[src/rtl/hse_pkg.sv]
// ----------------------------------------------------------------------------
// hse_pkg
// Shared types and constants for the hall sensor speed estimator.
// ----------------------------------------------------------------------------
package hse_pkg;

  // Item kinds on the input channel (code 3 is unused and changes nothing)
  typedef enum logic [1:0] {
    KIND_EDGE  = 2'd0,
    KIND_QUERY = 2'd1,
    KIND_SYNC  = 2'd2
  } kind_e;

  // Query sequencer states
  typedef enum logic [2:0] {
    ST_IDLE,
    ST_MUL_PP,
    ST_MUL_DIV,
    ST_DIV_START,
    ST_DIV_WAIT,
    ST_MUL_NEW,
    ST_MUL_OLD,
    ST_ACC
  } state_e;

  // Configuration register indexes
  localparam logic [1:0] CFG_TPR     = 2'd0;
  localparam logic [1:0] CFG_POLES   = 2'd1;
  localparam logic [1:0] CFG_TIMEOUT = 2'd2;
  localparam logic [1:0] CFG_ALPHA   = 2'd3;

  // 60 s/min * 1e6 us/s * 256 (Q24.8), fits in 34 bits
  localparam int          NUM_W     = 34;
  localparam logic [33:0] SPEED_NUM = 34'd15360000000;

  // Divisor width: 8-bit x 8-bit x 32-bit interval
  localparam int DVS_W = 48;

  // Filter weight of 1.0 in Q1.16
  localparam logic [16:0] ALPHA_ONE = 17'h10000;

endpackage

[src/rtl/hall_speed_estimator.sv]
// ----------------------------------------------------------------------------
// hall_speed_estimator
// Hall sensor edge period measurement with a first-order speed filter.
// ----------------------------------------------------------------------------
// Usage:
//   Input channel (in_valid_i/in_ready_o) takes one word per event: a hall
//   edge, a speed query or a sync. Every word yields exactly one result word
//   on the output channel (out_valid_o/out_ready_i) with the hall state, the
//   filtered speed in Q24.8 rpm and the stopped flag.
//   Edge, sync, unused kinds and stopped queries: the result is registered
//   and shown in the cycle after accept. A running query makes two passes
//   through the shared 17x32 multiplier for the divisor, runs the bit-serial
//   divider, then two more multiplier passes and one add for the filter.
//   One word is in flight at a time; in_ready_o is high only while the
//   sequencer idles and the output register is empty or being drained.
//   A stalled receiver holds the result in the output register and blocks
//   further input until it is taken.
//   Configuration words (cfg_valid_i/cfg_ready_o) are always taken; write
//   them only while the block is idle.
//   Reset clears edge time, interval, hall state and filter, and loads the
//   default configuration (6 transitions, 16 pole pairs, 100 ms timeout,
//   alpha 0.2).
// ----------------------------------------------------------------------------
module hall_speed_estimator import hse_pkg::*; (
  input  logic        clk_i,
  input  logic        rst_ni,
  input  logic        in_valid_i,
  output logic        in_ready_o,
  input  logic [1:0]  kind_i,
  input  logic [31:0] time_us_i,
  input  logic [2:0]  hall_pins_i,
  output logic        out_valid_o,
  input  logic        out_ready_i,
  output logic [2:0]  hall_state_o,
  output logic [31:0] speed_q8_o,
  output logic        stopped_o,
  input  logic        cfg_valid_i,
  output logic        cfg_ready_o,
  input  logic [1:0]  cfg_index_i,
  input  logic [31:0] cfg_data_i
);

  // Configuration
  logic [7:0]  tpr_q;
  logic [7:0]  poles_q;
  logic [31:0] timeout_q;
  logic [16:0] alpha_q;

  // Estimator state
  logic [31:0] last_time_q;
  logic [31:0] interval_q;
  logic [2:0]  sensor_q;
  logic [31:0] filt_q;

  // Sequencer and datapath
  state_e      state_q, state_d;
  logic [48:0] mul_q;
  logic [48:0] new_q;
  logic [31:0] raw_q;
  logic [16:0] mul_a;
  logic [31:0] mul_b;
  logic [48:0] mul_p;
  logic        div_start;
  logic        div_done;
  logic [NUM_W-1:0] div_quo;
  logic [31:0] raw_sat;
  logic [47:0] acc;

  // Output register
  logic        out_valid_q;
  logic [2:0]  out_state_q;
  logic [31:0] out_speed_q;
  logic        out_stop_q;

  logic        in_fire;
  logic [31:0] elapsed;
  logic        stop_hit;
  logic [16:0] alpha_c;
  logic [16:0] alpha_inv;

  assign in_fire   = in_valid_i & in_ready_o;
  assign elapsed   = time_us_i - last_time_q;
  assign stop_hit  = (interval_q == '0) || (elapsed > timeout_q);
  assign alpha_c   = (alpha_q > ALPHA_ONE) ? ALPHA_ONE : alpha_q;
  assign alpha_inv = ALPHA_ONE - alpha_c;
  assign mul_p     = 49'(mul_a) * 49'(mul_b);
  assign raw_sat   = (|div_quo[NUM_W-1:32]) ? 32'hFFFF_FFFF : div_quo[31:0];
  assign acc       = new_q[47:0] + mul_q[47:0];

  // Bit-serial divider
  hse_div u_div (
    .clk_i      (clk_i),
    .rst_ni     (rst_ni),
    .start_i    (div_start),
    .divisor_i  (mul_q[DVS_W-1:0]),
    .done_o     (div_done),
    .quotient_o (div_quo)
  );

  // Next state
  always_comb begin
    state_d = state_q;
    case (state_q)
      ST_IDLE: begin
        if (in_fire && (kind_i == KIND_QUERY) && !stop_hit) begin
          state_d = ST_MUL_PP;
        end
      end
      ST_MUL_PP:    state_d = ST_MUL_DIV;
      ST_MUL_DIV:   state_d = ST_DIV_START;
      ST_DIV_START: state_d = ST_DIV_WAIT;
      ST_DIV_WAIT: begin
        if (div_done) begin
          state_d = ST_MUL_NEW;
        end
      end
      ST_MUL_NEW:   state_d = ST_MUL_OLD;
      ST_MUL_OLD:   state_d = ST_ACC;
      ST_ACC:       state_d = ST_IDLE;
      default:      state_d = ST_IDLE;
    endcase
  end

  // Sequencer outputs: handshake, divider start and multiplier operand select
  always_comb begin
    in_ready_o = 1'b0;
    div_start  = 1'b0;
    mul_a      = '0;
    mul_b      = '0;
    case (state_q)
      ST_IDLE:      in_ready_o = !out_valid_q || out_ready_i;
      ST_MUL_PP: begin
        mul_a = {9'd0, tpr_q};
        mul_b = {24'd0, poles_q};
      end
      ST_MUL_DIV: begin
        mul_a = {1'b0, mul_q[15:0]};
        mul_b = interval_q;
      end
      ST_DIV_START: div_start = 1'b1;
      ST_MUL_NEW: begin
        mul_a = alpha_c;
        mul_b = raw_q;
      end
      ST_MUL_OLD: begin
        mul_a = alpha_inv;
        mul_b = filt_q;
      end
      default: begin
        in_ready_o = 1'b0;
      end
    endcase
  end

  assign cfg_ready_o = 1'b1;

  // Configuration writes
  always_ff @(posedge clk_i or negedge rst_ni) begin
    if (!rst_ni) begin
      tpr_q     <= 8'd6;
      poles_q   <= 8'd16;
      timeout_q <= 32'd100000;
      alpha_q   <= 17'd13107;
    end else if (cfg_valid_i) begin
      case (cfg_index_i)
        CFG_TPR:     tpr_q     <= cfg_data_i[7:0];
        CFG_POLES:   poles_q   <= cfg_data_i[7:0];
        CFG_TIMEOUT: timeout_q <= cfg_data_i;
        CFG_ALPHA:   alpha_q   <= cfg_data_i[16:0];
        default:     tpr_q     <= tpr_q;
      endcase
    end
  end

  // Sequencer state, estimator state and output register
  always_ff @(posedge clk_i or negedge rst_ni) begin
    if (!rst_ni) begin
      state_q     <= ST_IDLE;
      last_time_q <= '0;
      interval_q  <= '0;
      sensor_q    <= '0;
      filt_q      <= '0;
      out_valid_q <= 1'b0;
      out_state_q <= '0;
      out_speed_q <= '0;
      out_stop_q  <= 1'b0;
    end else begin
      state_q <= state_d;
      // drain a taken result
      if (out_valid_q && out_ready_i) begin
        out_valid_q <= 1'b0;
      end
      case (state_q)
        ST_IDLE: begin
          if (in_fire) begin
            out_state_q <= sensor_q;
            out_speed_q <= filt_q;
            out_stop_q  <= 1'b0;
            out_valid_q <= 1'b1;
            case (kind_i)
              KIND_EDGE: begin
                interval_q  <= elapsed;
                last_time_q <= time_us_i;
                sensor_q    <= ~hall_pins_i;
                out_state_q <= ~hall_pins_i;
              end
              KIND_SYNC: begin
                last_time_q <= time_us_i;
                sensor_q    <= ~hall_pins_i;
                out_state_q <= ~hall_pins_i;
              end
              KIND_QUERY: begin
                if (stop_hit) begin
                  filt_q      <= '0;
                  out_speed_q <= '0;
                  out_stop_q  <= 1'b1;
                end else begin
                  // hold the result back until the filter is done
                  out_valid_q <= 1'b0;
                end
              end
              default: begin
                out_stop_q <= 1'b0;
              end
            endcase
          end
        end
        ST_ACC: begin
          filt_q      <= acc[47:16];
          out_state_q <= sensor_q;
          out_speed_q <= acc[47:16];
          out_stop_q  <= 1'b0;
          out_valid_q <= 1'b1;
        end
        default: begin
          filt_q <= filt_q;
        end
      endcase
    end
  end

  // Multiplier result, filter partial product and saturated raw speed
  always_ff @(posedge clk_i) begin
    mul_q <= mul_p;
    if (state_q == ST_MUL_OLD) begin
      new_q <= mul_q;
    end
    if (state_q == ST_DIV_WAIT && div_done) begin
      raw_q <= raw_sat;
    end
  end

  assign out_valid_o  = out_valid_q;
  assign hall_state_o = out_state_q;
  assign speed_q8_o   = out_speed_q;
  assign stopped_o    = out_stop_q;

endmodule

[src/rtl/hse_div.sv]
// ----------------------------------------------------------------------------
// hse_div
// Bit-serial restoring divider: constant speed numerator over a 48-bit
// divisor, one quotient bit per cycle.
// ----------------------------------------------------------------------------
module hse_div import hse_pkg::*; (
  input  logic                 clk_i,
  input  logic                 rst_ni,
  input  logic                 start_i,
  input  logic [DVS_W-1:0]     divisor_i,
  output logic                 done_o,
  output logic [NUM_W-1:0]     quotient_o
);

  localparam int CNT_W = $clog2(NUM_W);

  logic             busy_q;
  logic             done_q;
  logic [CNT_W-1:0] cnt_q;
  logic [NUM_W-1:0] rem_q, rem_d;
  logic [NUM_W-1:0] quo_q;
  logic [NUM_W-1:0] dvs_q;
  logic             big_q;

  logic [NUM_W:0]   rem_shift;
  logic [NUM_W:0]   rem_diff;
  logic             fits;

  // Shift in the next numerator bit and trial-subtract
  assign rem_shift = {rem_q, quo_q[NUM_W-1]};
  assign fits      = rem_shift >= {1'b0, dvs_q};
  assign rem_diff  = rem_shift - {1'b0, dvs_q};
  assign rem_d     = fits ? rem_diff[NUM_W-1:0] : rem_shift[NUM_W-1:0];

  // Control: run for one step per quotient bit, pulse done at the end
  always_ff @(posedge clk_i or negedge rst_ni) begin
    if (!rst_ni) begin
      busy_q <= 1'b0;
      done_q <= 1'b0;
      cnt_q  <= '0;
    end else if (start_i) begin
      busy_q <= 1'b1;
      done_q <= 1'b0;
      cnt_q  <= '0;
    end else if (busy_q) begin
      cnt_q <= cnt_q + 1'b1;
      if (cnt_q == CNT_W'(NUM_W - 1)) begin
        busy_q <= 1'b0;
        done_q <= 1'b1;
      end
    end else begin
      done_q <= 1'b0;
    end
  end

  // Datapath: quotient bits replace numerator bits as they shift out
  always_ff @(posedge clk_i) begin
    if (start_i) begin
      rem_q <= '0;
      quo_q <= SPEED_NUM;
      dvs_q <= divisor_i[NUM_W-1:0];
      big_q <= |divisor_i[DVS_W-1:NUM_W];
    end else if (busy_q) begin
      rem_q <= rem_d;
      quo_q <= {quo_q[NUM_W-2:0], fits};
    end
  end

  // A divisor above the numerator gives zero
  assign done_o     = done_q;
  assign quotient_o = big_q ? '0 : quo_q;

endmodule
[config.mk]
export PLATFORM = sky130hd
export DESIGN_NAME = hall_speed_estimator
export DESIGN_NICKNAME = d
export VERILOG_FILES = /design/src/rtl/hse_pkg.sv /design/src/rtl/hall_speed_estimator.sv /design/src/rtl/hse_div.sv
export SDC_FILE = /design/constraint.sdc
export NUM_CORES = 2
export LEC_CHECK = 0
export BUFFER_PORTS_ARGS = -buffer_cell sky130_fd_sc_hd__buf_2
export CAP_MARGIN = 20
export CORE_MARGIN = 2
export CORE_UTILIZATION = 27
export CTS_CLUSTER_DIAMETER = 80
export DETAILED_ROUTE_END_ITERATION = 12
export GPL_TIMING_DRIVEN = 0
export PLACE_DENSITY = 0.42
export SYNTH_ARGS = -nofsm -noshare
export SYNTH_HDL_FRONTEND = slang
export SYNTH_HIERARCHICAL = 1
export SYNTH_SLANG_ARGS = --single-unit
export TNS_END_PERCENT = 50
[constraint.sdc]
create_clock -name clk_i -period 8.9 [get_ports clk_i]
set_clock_uncertainty 0.2 [all_clocks]
set_input_delay 1.335 -clock clk_i [delete_from_list [all_inputs] [get_ports clk_i]]
set_output_delay 1.335 -clock clk_i [all_outputs]
set_load 0.02 [all_outputs]
==> flow_summary.json <==
{
  "rsz0062_at_grt": "true",
  "startpoint_type": "flop",
  "grt_pass1_wl_um": 208000,
  "yosysSeqAreaShare_pct": 26.3,
  "worstPathMaxFanout": 6,
  "netlist_top_cells_count": "inv_1, nand2_1, fa_1, ha_1, nor2_1",
  "tritoncts": "yes",
  "overflow": 0,
  "die_y_um": 385,
  "finalCriticalPeriod_ns": 9.84,
  "synth_top_area_share_pct": 23.0,
  "async_reset_ff_share_pct": 43.8,
  "total_power_mw": 18.9,
  "numCtsBuffers": 45,
  "cts_root_buf": "clkbuf_16",
  "crit_top_cell": "fa_1",
  "routed_wl_um": 140000,
  "synth_warnings": 6,
  "post-route-util_pct": 31.8,
  "dieArea_mm2": 0.148,
  "coreArea_mm2": 0.144,
  "violations": "negative setup slack",
  "syn_avg_cell_area_um2": 9.40,
  "clock_sinks": 411,
  "p_int_mw": 9.05,
  "crit_type": "reg -> reg",
  "vias": 30441,
  "cp_top_family": "adder cells",
  "port_buffers": 113,
  "synth_flop_cell": "dfrtp_1",
  "dpl.hpwl_um": 113000,
  "p_sw_share_pct": 52.0,
  "synth-edff-count": 115,
  "final.setup.worst_slack_ns": -0.942,
  "via_per_inst": 4.79,
  "yosysTopAreaCell": "fa_1",
  "p_switching_mw": 9.81,
  "ys_seq_elements": 411,
  "clockBufferDepth": 3,
  "gp_congestion": 0.877,
  "ios": 115,
  "die_w_um": 385,
  "drv_cap": 0,
  "drive_above_1_share_pct": 15.5,
  "power_frac_comb_pct": 71.9,
  "relSlewSlack_pct": 27.7,
  "slew_violations": 0,
  "initial_core_util_pct": 27.2,
  "grt_pass1_vias": 30937,
  "path_clk_slew_ns": 0.06,
  "synth_nets": 4958,
  "cts_hold_buf": 0,
  "area_growth_syn_to_layout_pct": 16.7,
  "remaining_drc_errors": 0,
  "dr.first_iter.drc_count": 2224,
  "synth.most_common_cell": "inv_1",
  "nets": 5200,
  "synthCells": 4167,
  "irDropWorstVdd_v": 0.000221,
  "hold_violations": 0,
  "rows": 139,
  "synth.top_cells.by_area": "fa_1, dfrtp_1, edfxtp_1",
  "ys_types": 93,
  "crit_slowest_cell": "fa_2",
  "setup_viol": 28,
  "grt_start_max_net_pins": 102,
  "wl_per_cell_um": 22.0,
  "globalRouteTotalUtil_pct": 18.9,
  "end_kind": "flop",
  "drt-pass1-iter-count": 5,
  "cp_num_buf_inv": 9,
  "syn_area_mm2": 0.0392,
  "antenna_found_initial": 19,
  "fillers": 15133,
  "htreeDepth": 2,
  "ant_nets": 0,
  "arrival_ns": 10.13,
  "worstPathRequired_ns": 9.19,
  "clockPowerShare_pct": 10.3,
  "max_stage_delay_ns": 0.59,
  "min_path_type": "reg -> reg",
  "placed_cells": 6189,
  "clock.fmax_mhz": 102,
  "power.leakage_nw": 21.6,
  "p_seq_share_pct": 17.9,
  "p_per_area_mw_per_mm2": 412,
  "period_share_pct": 111,
  "worst_pin_slew_ns": 1.07,
  "status": "finished with violations",
  "clk_latency_ns": 0.61,
  "instances_no_fill": 6349,
  "place_ws_ns": -2.15
}
-- cell families (layout without fill, tap and decap cells) --
logic type / Yosys count / count (layout) / synth area share [%]
compound gates: 655 / 655 / 11.7
xor+xnor: 134 / 134 / 3.00
fa+ha+maj: 715 / 715 / 31.5
buf+inv: 889 / 1167 / 8.74
flops: 411 / 411 / 26.3
mux: 166 / 166 / 4.65
other cells: 1 / 2 / 0.00957
simple gates: 1196 / 1196 / 14.2
-- power groups by stage --
stage          registers [mW]  logic, mW  clock network (mW)
6_report                 3.37       13.6                1.94
5_1_grt                  3.44       14.9                2.08
4_1_cts                  3.37       13.0                2.00
3_5_place_dp             3.40       12.2                   0
3_3_place_gp             3.40       12.2                   0
2_1_floorplan            3.16       8.19                   0
-- per-stage QoR --
stage | instance area, µm² | setup TNS (ns) | hold WS (ns)
6_report | 45700 | -17.34 | 0.285
3_5_place_dp | 42600 | -48.76 | 0.271
4_1_cts | 45200 | -19.85 | 0.285
3_3_place_gp | 42500 | -50.32 | 0.260
2_1_floorplan | 39500 | -0.772 | 0.232
5_1_grt | 45700 | -24.58 | 0.301
-- layer usage --
| layer | vias to the layer above | GRT usage, % | part of all wire (%) |
|---|---|---|---|
| met2 | 690 | 30.4 | 46 |
| li1 | 14064 | - | - |
| met3 | 129 | 2.37 | 4.9 |
| met4 | 10 | 3.92 | 1.9 |
| met5 | - | 0 | 0.048 |
| met1 | 15548 | 27.1 | 47 |
-- cell usage in the layout (no fill, tap or decap), types with 77 or more instances in the layout --
master    instances
fa_1            442
mux2_2          128
xnor2_1          77
inv_1           694
a21o_1           77
o21ai_0         108
dfxtp_1         116
edfxtp_1        115
ha_1            243
dfrtp_1         163
a21oi_1         132
nand2_1         577
buf_2           131
clkbuf_1        105
and2_1          113
nor2_1          170
-- final timing paths --
path | startpoint | endpoint | slack, ns | cells after the start
setup reg to reg | alpha_q[1] | mul_q[35] | -0.94 | 41
setup / recovery | alpha_q[1] | mul_q[35] | -0.94 | 41
hold reg to reg | stopped_o | stopped_o | 0.29 | 1
min in group asynchronous | rst_ni | timeout_q[23] | 0.34 | 1
max in group asynchronous | rst_ni | alpha_q[4] | 7.01 | 3
hold / removal | stopped_o | stopped_o | 0.29 | 1
-- sequential cells by signal, indices dropped and copies added (netlist names), 3 cells and up --
name          cells
u_div/quo_q      34
alpha_q          17
u_div/rem_q      34
new_q            48
poles_q           8
u_div/cnt_q       6
state_q           3
hall_state_o      3
interval_q       32
last_time_q      32
mul_q            48
sensor_q          3
speed_q8_o       32
u_div/dvs_q      34
timeout_q        32
raw_q            32
tpr_q             8
-- final cells by class --
type	count	area, µm²	area share, %
antenna	1	2.50	0.00547
buffer	179	997	2.18
clock buffer	62	1310	2.87
clock inverter	21	200	0.438
inverter	710	2670	5.83
multi-input combinational	2867	26500	58.0
sequential	411	10300	22.5
tap	1903	2380	5.21
timing repair buffer	195	1350	2.94
-- timing repair --
action / in CTS / in global routing
buffers inserted: 53 / 30
setup endpoints to repair: 35 / 34
pin swaps: 64 / 59
gates cloned: 0 / 1
gates resized for setup: 158 / 105
No activity file was read; power rests on OpenSTA's default activity.
